`src/hdl/edrm_pkg.sv`:
```
// Shared constants for the echo distance running median block.
package edrm_pkg;

    // Default length of the sample window.
    localparam int WINDOW_LEN_DEF = 50;

    // Field widths.
    localparam int ECHO_W = 16;
    localparam int CM_W   = 11;

    // floor(us * 17 / 1000) == (us * CM_RECIP) >> CM_SHIFT for every 16-bit us.
    // CM_RECIP = ceil(17 * 2^26 / 1000); the rounding error stays below one lsb.
    localparam int          RECIP_W  = 21;
    localparam int          CM_SHIFT = 26;
    localparam int          PROD_W   = ECHO_W + RECIP_W;
    localparam logic [RECIP_W-1:0] CM_RECIP = 21'd1140851;

endpackage

```
`src/hdl/edrm_ram.sv`:
```
// Generic simple dual-port RAM: one write port, one registered read port.
module edrm_ram #(
    parameter int WIDTH = 8,
    parameter int DEPTH = 16
) (
    input  logic                             i_clk,
    input  logic                             i_wr_en,
    input  logic [$clog2(DEPTH)-1:0]         i_wr_addr,
    input  logic [WIDTH-1:0]                 i_wr_data,
    input  logic [$clog2(DEPTH)-1:0]         i_rd_addr,
    output logic [WIDTH-1:0]                 o_rd_data
);

    logic [WIDTH-1:0] r_mem [DEPTH];
    logic [WIDTH-1:0] r_rd_data;

    always_ff @(posedge i_clk) begin
        if (i_wr_en) begin
            r_mem[i_wr_addr] <= i_wr_data;
        end
        r_rd_data <= r_mem[i_rd_addr];
    end

    assign o_rd_data = r_rd_data;

endmodule

```
`src/hdl/echo_distance_running_median.sv`:
```
// Top level: running upper median of ultrasonic echo distances.
//
// Usage:
//   Input channel (i_echo_valid / o_echo_stall / i_echo_us): one echo pulse
//   width in microseconds per transfer. It is converted to centimeters as
//   floor(us * 17 / 1000) and replaces the oldest sample of a ring of
//   WINDOW_LEN samples.
//   Output channel (o_median_valid / i_median_stall / o_median_cm): one
//   transfer per input item, the upper median (rank WINDOW_LEN/2 of the
//   ascending window).
//   Throughput: a new input is taken only once the previous item's update
//   is finished, with o_echo_stall high meanwhile; the update is paced by
//   the two sweeps over the sorted-window RAM, one entry per cycle through
//   its single read port.
//   Reset: the window starts all zero. After reset a clearing pass writes
//   zero to every entry of both RAMs, with o_echo_stall high.
//   Receiver stall: the result sits in an output register; the next input
//   is still taken and processed, and only the final load of the following
//   result waits until the output register is free.
module echo_distance_running_median
    import edrm_pkg::*;
#(
    parameter int WINDOW_LEN = WINDOW_LEN_DEF
) (
    input  logic              i_clk,
    input  logic              i_rst_n,
    input  logic              i_echo_valid,
    output logic              o_echo_stall,
    input  logic [ECHO_W-1:0] i_echo_us,
    output logic              o_median_valid,
    input  logic              i_median_stall,
    output logic [CM_W-1:0]   o_median_cm
);

    localparam int AW = $clog2(WINDOW_LEN);
    localparam logic [AW-1:0] LAST = AW'(WINDOW_LEN - 1);
    localparam logic [AW-1:0] PEN  = AW'(WINDOW_LEN - 2);
    localparam logic [AW-1:0] MID  = AW'(WINDOW_LEN / 2);

    // Sequencer. The sorted RAM holds the window in ascending order.
    // REMOVE sweeps up, drops the first copy of the outgoing sample and
    // shifts the rest down one place; INSERT sweeps down from the top,
    // shifting larger samples up until the new sample fits.
    typedef enum logic [7:0] {
        S_CLEAR  = 8'b0000_0001,
        S_IDLE   = 8'b0000_0010,
        S_READ   = 8'b0000_0100,
        S_REMOVE = 8'b0000_1000,
        S_TURN   = 8'b0001_0000,
        S_INSERT = 8'b0010_0000,
        S_LAST   = 8'b0100_0000,
        S_MEDIAN = 8'b1000_0000
    } t_state;

    t_state          r_state, n_state;
    logic [AW-1:0]   r_cnt, n_cnt;
    logic [AW-1:0]   r_idx, n_idx;
    logic [CM_W-1:0] r_new, n_new;
    logic [CM_W-1:0] r_old, n_old;
    logic            r_found, n_found;
    logic            r_done, n_done;
    logic            r_out_valid, n_out_valid;
    logic [CM_W-1:0] r_out_cm, n_out_cm;

    logic [AW-1:0]     idx_next;
    logic [PROD_W-1:0] cm_prod;

    // Ring RAM: sample by arrival slot. Sorted RAM: same samples, ranked.
    logic            ring_wr_en;
    logic [AW-1:0]   ring_wr_addr;
    logic [CM_W-1:0] ring_wr_data;
    logic [AW-1:0]   ring_rd_addr;
    logic [CM_W-1:0] ring_rd_data;
    logic            srt_wr_en;
    logic [AW-1:0]   srt_wr_addr;
    logic [CM_W-1:0] srt_wr_data;
    logic [AW-1:0]   srt_rd_addr;
    logic [CM_W-1:0] srt_rd_data;

    edrm_ram #(
        .WIDTH (CM_W),
        .DEPTH (WINDOW_LEN)
    ) u_ring_ram (
        .i_clk     (i_clk),
        .i_wr_en   (ring_wr_en),
        .i_wr_addr (ring_wr_addr),
        .i_wr_data (ring_wr_data),
        .i_rd_addr (ring_rd_addr),
        .o_rd_data (ring_rd_data)
    );

    edrm_ram #(
        .WIDTH (CM_W),
        .DEPTH (WINDOW_LEN)
    ) u_sort_ram (
        .i_clk     (i_clk),
        .i_wr_en   (srt_wr_en),
        .i_wr_addr (srt_wr_addr),
        .i_wr_data (srt_wr_data),
        .i_rd_addr (srt_rd_addr),
        .o_rd_data (srt_rd_data)
    );

    // Ring pointer advances before the write.
    assign idx_next = (r_idx == LAST) ? '0 : r_idx + 1'b1;

    // Microseconds to centimeters by reciprocal multiply; registered into r_new.
    assign cm_prod = PROD_W'(i_echo_us) * PROD_W'(CM_RECIP);

    assign o_echo_stall   = (r_state != S_IDLE);
    assign o_median_valid = r_out_valid;
    assign o_median_cm    = r_out_cm;

    always_comb begin
        n_state     = r_state;
        n_cnt       = r_cnt;
        n_idx       = r_idx;
        n_new       = r_new;
        n_old       = r_old;
        n_found     = r_found;
        n_done      = r_done;
        n_out_valid = r_out_valid;
        n_out_cm    = r_out_cm;

        ring_wr_en   = 1'b0;
        ring_wr_addr = r_idx;
        ring_wr_data = r_new;
        ring_rd_addr = idx_next;   // old sample of the slot about to be reused
        srt_wr_en    = 1'b0;
        srt_wr_addr  = r_cnt;
        srt_wr_data  = srt_rd_data;
        srt_rd_addr  = MID;

        // Output transfer frees the register.
        if (r_out_valid && !i_median_stall) begin
            n_out_valid = 1'b0;
        end

        unique case (r_state)
            S_CLEAR: begin
                ring_wr_en   = 1'b1;
                ring_wr_addr = r_cnt;
                ring_wr_data = '0;
                srt_wr_en    = 1'b1;
                srt_wr_addr  = r_cnt;
                srt_wr_data  = '0;
                if (r_cnt == LAST) begin
                    n_cnt   = '0;
                    n_state = S_IDLE;
                end else begin
                    n_cnt = r_cnt + 1'b1;
                end
            end
            S_IDLE: begin
                if (i_echo_valid) begin
                    n_idx   = idx_next;
                    n_new   = cm_prod[CM_SHIFT +: CM_W];
                    n_state = S_READ;
                end
            end
            S_READ: begin
                // Outgoing sample is on the ring read port; overwrite its slot.
                n_old       = ring_rd_data;
                ring_wr_en  = 1'b1;
                srt_rd_addr = '0;
                n_cnt       = '0;
                n_found     = 1'b0;
                n_done      = 1'b0;
                n_state     = S_REMOVE;
            end
            S_REMOVE: begin
                // srt_rd_data is entry r_cnt
                if (!r_found) begin
                    if (srt_rd_data == r_old) begin
                        n_found = 1'b1;
                    end
                end else begin
                    srt_wr_en   = 1'b1;
                    srt_wr_addr = r_cnt - 1'b1;
                    srt_wr_data = srt_rd_data;
                end
                if (r_cnt == LAST) begin
                    n_state = S_TURN;
                end else begin
                    srt_rd_addr = r_cnt + 1'b1;
                    n_cnt       = r_cnt + 1'b1;
                end
            end
            S_TURN: begin
                // Read of the next-to-last entry waits for its last write.
                srt_rd_addr = PEN;
                n_cnt       = PEN;
                n_state     = S_INSERT;
            end
            S_INSERT: begin
                // srt_rd_data is entry r_cnt; the free slot is r_cnt + 1
                if (!r_done) begin
                    srt_wr_en   = 1'b1;
                    srt_wr_addr = r_cnt + 1'b1;
                    if (srt_rd_data > r_new) begin
                        srt_wr_data = srt_rd_data;
                    end else begin
                        srt_wr_data = r_new;
                        n_done      = 1'b1;
                    end
                end
                if (r_cnt == '0) begin
                    n_state = S_LAST;
                end else begin
                    srt_rd_addr = r_cnt - 1'b1;
                    n_cnt       = r_cnt - 1'b1;
                end
            end
            S_LAST: begin
                // New sample is the smallest: it takes entry 0.
                if (!r_done) begin
                    srt_wr_en   = 1'b1;
                    srt_wr_addr = '0;
                    srt_wr_data = r_new;
                end
                srt_rd_addr = MID;
                n_state     = S_MEDIAN;
            end
            S_MEDIAN: begin
                srt_rd_addr = MID;
                if (!r_out_valid || !i_median_stall) begin
                    n_out_valid = 1'b1;
                    n_out_cm    = srt_rd_data;
                    n_state     = S_IDLE;
                end
            end
            default: begin
                n_cnt   = '0;
                n_state = S_CLEAR;
            end
        endcase
    end

    always_ff @(posedge i_clk) begin
        if (!i_rst_n) begin
            r_state     <= S_CLEAR;
            r_cnt       <= '0;
            r_idx       <= '0;
            r_found     <= 1'b0;
            r_done      <= 1'b0;
            r_out_valid <= 1'b0;
        end else begin
            r_state     <= n_state;
            r_cnt       <= n_cnt;
            r_idx       <= n_idx;
            r_found     <= n_found;
            r_done      <= n_done;
            r_out_valid <= n_out_valid;
        end
        r_new    <= n_new;
        r_old    <= n_old;
        r_out_cm <= n_out_cm;
    end

    // The outgoing sample must be present in the sorted window.
    a_old_found: assert property (@(posedge i_clk) disable iff (!i_rst_n)
        (r_state == S_REMOVE && r_cnt == LAST) |-> (r_found || srt_rd_data == r_old))
        else $error("outgoing sample missing from sorted window");

    a_accept_seq: assert property (@(posedge i_clk) disable iff (!i_rst_n)
        (i_echo_valid && !o_echo_stall) |=> (r_state == S_READ && r_idx == $past(idx_next)))
        else $error("input transfer did not start an update");

    a_idx_range: assert property (@(posedge i_clk) disable iff (!i_rst_n)
        {1'b0, r_idx} < (AW + 1)'(WINDOW_LEN))
        else $error("ring index out of range");

    a_out_src: assert property (@(posedge i_clk) disable iff (!i_rst_n)
        $rose(r_out_valid) |-> $past(r_state) == S_MEDIAN)
        else $error("result raised outside median read");

endmodule

```
`config.mk`:
```
export PLATFORM = sky130hd
export DESIGN_NAME = echo_distance_running_median
export DESIGN_NICKNAME = d
export VERILOG_FILES = /design/src/hdl/edrm_pkg.sv /design/src/hdl/edrm_ram.sv /design/src/hdl/echo_distance_running_median.sv
export SDC_FILE = /design/constraint.sdc
export NUM_CORES = 2
export LEC_CHECK = 0
export BUFFER_PORTS_ARGS = -buffer_cell sky130_fd_sc_hd__buf_2
export CORE_MARGIN = 3
export CORE_UTILIZATION = 45
export DETAILED_ROUTE_END_ITERATION = 6
export GPL_ROUTABILITY_DRIVEN = 0
export PLACE_DENSITY = 0.64
export SETUP_SLACK_MARGIN = 0.02
export SYNTH_ARGS = -nofsm -noshare
export SYNTH_HDL_FRONTEND = slang
export SYNTH_SLANG_ARGS = --single-unit
```
`constraint.sdc`:
```
create_clock -name i_clk -period 16.4 [get_ports i_clk]
set_clock_uncertainty 0.15 [all_clocks]
set_input_delay 3.28 -clock i_clk [delete_from_list [all_inputs] [get_ports i_clk]]
set_output_delay 3.28 -clock i_clk [all_outputs]
set_load 0.05 [all_outputs]
```
# After elaboration in Yosys (flattened, before gate mapping)
# Memory sizes are Yosys's and may differ from the RTL's. A register that Yosys moved wholly into a read port is not among the register bits.
# Index checks and enable logic that the tools add are counted.
dict set report totals {
  wordCells 91
  mem_bits_rw 1100
  out_inout_bits 13
  memories 2
  inputBits 20
  ff_bits 56
}
# memory depth width read_ports rd_ports_with_merged_regs write_ports line
set memory_table {}
lappend memory_table {u_ring_ram.r_mem 50 11 1 1 1 edrm_ram.sv:14} ;# logic [WIDTH-1:0] r_mem [DEPTH];
lappend memory_table {u_sort_ram.r_mem 50 11 1 1 1 edrm_ram.sv:14}
dict set report classes {
  bitwise_logic 1
  order_cmp 1
  multipliers 1
  addsub 3
  n_reduce_logical 14
  n_eq_ne 19
  muxes 41
}
# cell n
set ops {}
lappend ops {{8-bit one-hot mux with 8 select lines} 1}
lappend ops {{6-bit two-way mux} 10}
lappend ops {{11-bit two-way mux} 4}
lappend ops {{8-bit two-way mux} 5}
lappend ops {{16-bit by 21-bit multiplier with 37-bit output (second input constant)} 1}
lappend ops {{11-bit one-hot mux with 3 select lines} 1}
lappend ops {{6-bit one-hot mux with 5 select lines} 1}
lappend ops {{6-bit one-hot mux with 4 select lines} 1}
lappend ops {{6-bit one-hot mux with 3 select lines} 1}
lappend ops {{1-bit two-way mux} 14}
lappend ops {{2-bit != test (second input constant)} 7}
lappend ops {{6-bit by 1-bit adder with 6-bit output (second input constant)} 2}
lappend ops {{6-bit == test (second input constant)} 2}
lappend ops {{11-bit == test} 1}
lappend ops {{11-bit > comparator} 1}
lappend ops {{8-bit by 1-bit == test with 1-bit output (second input constant)} 1}
lappend ops {{8-bit by 2-bit == test with 1-bit output (second input constant)} 1}
lappend ops {{8-bit by 3-bit == test with 1-bit output (second input constant)} 1}
lappend ops {{8-bit by 4-bit == test with 1-bit output (second input constant)} 1}
lappend ops {{8-bit by 5-bit == test with 1-bit output (second input constant)} 1}
lappend ops {{8-bit by 6-bit == test with 1-bit output (second input constant)} 1}
lappend ops {{8-bit by 7-bit == test with 1-bit output (second input constant)} 1}
lappend ops {{8-bit == test (second input constant)} 1}
lappend ops {{8-bit by 2-bit != test with 1-bit output (second input constant)} 1}
lappend ops {{other kinds (14)} 19}

# Longest topological paths before layout
dict set report logic_depth {
  ltp_word 5
  ltp_mapped 24
  ltp_nobuf 24
}

# Hierarchy
# From an unflattened synthesis, not the netlist that was laid out.
dict set report unflattened {
  hier_cells 3194
  hier_area_um2 52775.6
}
# module n_inst seq_area_each_um2 cells_per_inst area_per_inst_um2
set by_module_without_submodules {}
lappend by_module_without_submodules {edrm_ram 2 16736.1 1099 21815.9}
lappend by_module_without_submodules {echo_distance_running_median 1 1451.4 996 9143.8}

# Worst setup path before layout
# OpenSTA, ideal clock, no wires.
dict set report synth_timing {
  path_type {input -> register}
  from {input i_echo_us[10]}
  to {register r_new[10] (data pin)}
  n_path_buf 0
  setup_slack_ns 7.924
  setup_ns 0.258
  arrival_ns 8.068
  t_required_ns 15.992
  path_stages 22
  cell_sequence {inv_1 > fa_1 > inv_1 > ha_1 > or2_2 > fa_1 > inv_1 > fa_1 > fa_1 > inv_1 > fa_1 > ha_1 > a21o_1 > a21o_1 > a21oi_1 > o21ai_0 > o2111ai_1 > a31oi_1 > o211a_1 > o21a_1 > nor2_1 > xnor2_1}
}
dict set report synth_via {
  elab_chain_len 1
}
# item line
set synth_rtl {}
lappend synth_rtl {{start, declared} echo_distance_running_median.sv:29} ;# input logic [ECHO_W-1:0] i_echo_us,
lappend synth_rtl {{16-bit by 21-bit multiplier with 37-bit output} echo_distance_running_median.sv:108} ;# assign cm_prod = PROD_W'(i_echo_us) * PROD_W'(CM_RECIP);
lappend synth_rtl {{net cm_prod[36]} echo_distance_running_median.sv:66} ;# logic [PROD_W-1:0] cm_prod;
lappend synth_rtl {{end signal, assigned} echo_distance_running_median.sv:255} ;# r_new <= n_new;
lappend synth_rtl {{end, declared} echo_distance_running_median.sv:58} ;# logic [CM_W-1:0] r_new, n_new;
# The timed path passes the listed nets, and every way through them passes these cells.
# A chain may end at the register's enable or synchronous reset.

# Worst setup path in the final report
# Same ends and word-level chain as after synthesis.

==> results.sh <==
export IMPL_status="finished, final reports clean"
export IMPL_slew_limit_headroom=0.1038
export IMPL_r2r_end="u_sort_ram.o_rd_data[0]$_DFF_P_"
export IMPL_hold_viol=0
export IMPL_setup_viol=0
export IMPL_crit_family="adder cells"
export IMPL_n_antenna_cell=0
export IMPL_ys_seq_area_frac=0.6572
export IMPL_synth_seq_cells=1178
export IMPL_ios=33
export IMPL_track_usage=0.2199
export IMPL_cts_clk_slew_worst_paths_ns=0.07
export IMPL_cap_violations=0
export IMPL_cts_setup_buffers=0
export IMPL_firstDrtPassIters=5
export IMPL_startpoint_type="input port"
export IMPL_drt_iter0_markers=3713
export IMPL_synth_area_leaders="edfxtp_1 (64%), nand2_1 (6.3%), ha_1 (4.2%)"
export IMPL_max_stage_delay_ns=0.54
export IMPL_ctsHoldBuffers=0
export IMPL_worstPathMaxFanout=7
export IMPL_path_cells="buf_2 > inv_1 > fa_1 > inv_1 > ha_1 > or2_2 > fa_1 > inv_1 > fa_1 > fa_1 > inv_1 > fa_1 > ha_1 > nand2_1 > nor3_1 > nand4_1 > o22ai_1 > o2111ai_1 > a31oi_1 > o211a_1 > o21a_1 > nor2_1 > xnor2_1"
export IMPL_fin_nets=4474
export IMPL_setup_worst_path_end_class="register"
export IMPL_worstMarginPinSlew_ns=1.339
export IMPL_start_util=0.4554
export IMPL_crit_path_frequent_cell="fa_1"
export IMPL_path_class="input port to register"
export IMPL_yosysUniqueCellTypes=79
export IMPL_cts_resized=0
export IMPL_synth_edff_count=1133
export IMPL_drv_slew=0
export IMPL_dpl_hpwl_mm=80.75
export IMPL_leakage_uw=0.02092
export IMPL_cp_slowest_cell="fa_1"
export IMPL_cts_buffer_depth=3
export IMPL_placed_area_mm2=0.05479
export IMPL_async_reset_ff_frac=0
export IMPL_io_buffers=32
export IMPL_r2r_cells=13
export IMPL_die_area_mm2=0.1222
export IMPL_syn2layout_area_growth_pct=9.889
export IMPL_yosysWarnings=0
export IMPL_fin_setup_tns_ns=0
export IMPL_syn_area_mm2=0.05314
export IMPL_viasPerCell=5.848
export IMPL_fin_crit_ns=8.457
export IMPL_syn_nets=4516
export IMPL_grt_max_degree=171
export IMPL_fin_area_mm2=0.05839
export IMPL_ant_nets=0
export IMPL_design_core_area_mm2=0.1167
export IMPL_cts_made_buffers=114
export IMPL_netlist_instances=4227
export IMPL_die_height_um=349.6
export IMPL_antenna_found_initial=0
export IMPL_grt_pass1_wl_mm=204.9
export IMPL_synth_top_cell_area_share=0.6403
export IMPL_grt_pass1_vias=32580
export IMPL_required_ns=16.67
export IMPL_die_x_um=349.6
export IMPL_htreeDepth=3
export IMPL_drive_gt1_frac=0.07532
export IMPL_cts_root_buf="clkbuf_16"
export IMPL_hp_class="register to register"
export IMPL_cp_data_arrival_time_ns=8.73
export IMPL_gr_total_overflow=0
export IMPL_rows=125
export IMPL_vias=33910
export IMPL_hp_start="u_ring_ram.o_rd_data[9]$_DFF_P_"
export IMPL_drt_wl_total_mm=135.3
export IMPL_whs_endpoint="r_old[9]$_DFFE_PP_"
export IMPL_whs_path_depth=0
export IMPL_rsz0062_at_grt="no"
export IMPL_yosysTopAreaCell="edfxtp_1"
export IMPL_wl_per_cell_um=23.33
export IMPL_instances_no_fill=5799
export IMPL_placedCellCount=5593
export IMPL_rrSetupSlack_ns=9.98
export IMPL_ys_dominant_reg_cell="edfxtp_1"
export IMPL_drc=0
export IMPL_vdd_drop_max_mv=0.1120
export IMPL_fin_crit_sh=0.5157
export IMPL_pwr_density_cell_mw_per_mm2=137.5
export IMPL_tritoncts="done"
export IMPL_cp_buffers_inverters=5
export IMPL_synth_avg_cell_area_um2=12.57
export IMPL_max_freq_mhz=118.2
export IMPL_reg2reg_from="r_cnt[0]$_SDFFE_PN0P_"
export IMPL_numClockSinks=1178
export IMPL_clock_latency_ns=0.71
where the power goes:
group	leakage [uW]	switching (uW)	internal [uW]
registers	0.0108	57.0	3790
clock network	0.00176	1110	1430
logic	0.00840	1160	469
worst max path at each step:
stage,startpoint,to,cells after the start
2_1_floorplan,i_echo_us[10],r_new[10]$_DFFE_PP_,22
3_3_place_gp,i_echo_us[10],r_new[10]$_DFFE_PP_,23
3_5_place_dp,i_echo_us[10],r_new[10]$_DFFE_PP_,23
4_1_cts,i_echo_us[10],r_new[10]$_DFFE_PP_,23
5_1_grt,i_echo_us[10],r_new[10]$_DFFE_PP_,23
6_report,i_echo_us[10],r_new[10]$_DFFE_PP_,23
flip-flops by register name (all words and copies together), names as in the netlist:
register	flops
u_ring_ram.r_mem	550
r_found	1
u_sort_ram.r_mem	550
r_done	1
o_median_cm	11
r_cnt	6
r_state	8
r_idx	6
u_sort_ram.o_rd_data	11
o_median_valid	1
r_old	11
u_ring_ram.o_rd_data	11
r_new	11
per-layer routing:
metal / share of wire / track usage / up-vias
li1: - / - / 15430
met1: 0.43 / 0.3218 / 16750
met2: 0.46 / 0.3371 / 1488
met3: 0.082 / 0.03421 / 238
met4: 0.032 / 0.07355 / 0
met5: 0 / 0 / -
metrics by stage:
| stage | total power, uW | setup slack [ns] | hold slack [ns] | util |
|---|---|---|---|---|
| final | 8026 | 7.943 | 0.2529 | 0.5005 |
| after global routing | 8381 | 7.596 | 0.2604 | 0.5005 |
| after floorplan | 4928 | 7.924 | 0.2355 | - |
| after global placement | 5497 | 7.274 | 0.2378 | 0.4696 |
| after CTS | 8061 | 7.976 | 0.2544 | 0.5005 |
| after detailed placement | 5541 | 7.285 | 0.2413 | 0.4696 |
logic make-up (layout without fill, tap and decap cells):
logic type,count (synthesis),in the layout,synth area share
flip-flops,1178,1178,0.6572
buffers and inverters,436,484,0.03424
AO/OA/AOI/OAI,633,633,0.08326
multiplexers,59,59,0.01137
adder cells (fa/ha/maj),269,269,0.07620
AND/OR/NAND/NOR,1627,1627,0.1336
XOR/XNOR,25,25,0.004121
area by class of cell:
type	instances	area [um^2]
clock buffer	141	3035
timing repair buffer	91	653.1
inverter	187	701.9
clock inverter	65	573.1
tap	1524	1907
sequential	1178	34930
multi-input combinational	2613	16600
fill	9921	58280
Yosys cell counts (7+ instances only):
cell	n
and3_1	50
nand2b_1	9
o221ai_1	100
nor2_1	201
nand3b_1	8
or3_1	7
a21oi_1	181
nand3_1	339
clkbuf_1	135
a31oi_1	71
buf_2	68
dfxtp_1	45
or2_2	8
edfxtp_1	1133
a221o_1	12
buf_4	14
ha_1	178
xnor2_1	7
a21o_1	15
nand4_1	8
a211oi_1	54
inv_1	186
nand2_1	895
a311oi_1	75
o21ai_0	43
buf_1	26
fa_1	91
o21a_1	8
xor2_1	18
mux2i_1	57
nor3_1	21
nor2b_1	36
o22ai_1	19
layout by cell type (no fill, tap or decap), types with 55 or more instances in the layout:
cell	synthesis	layout
ha_1	178	177
o221ai_1	100	100
nor2_1	201	189
nand2_1	895	894
edfxtp_1	1133	1133
fa_1	91	91
inv_1	186	186
a31oi_1	71	71
mux2i_1	57	57
a311oi_1	75	75
nand3_1	339	339
clkbuf_16	0	115
a21oi_1	181	181
buf_4	14	55
No activity file was read; power rests on OpenSTA's default activity.
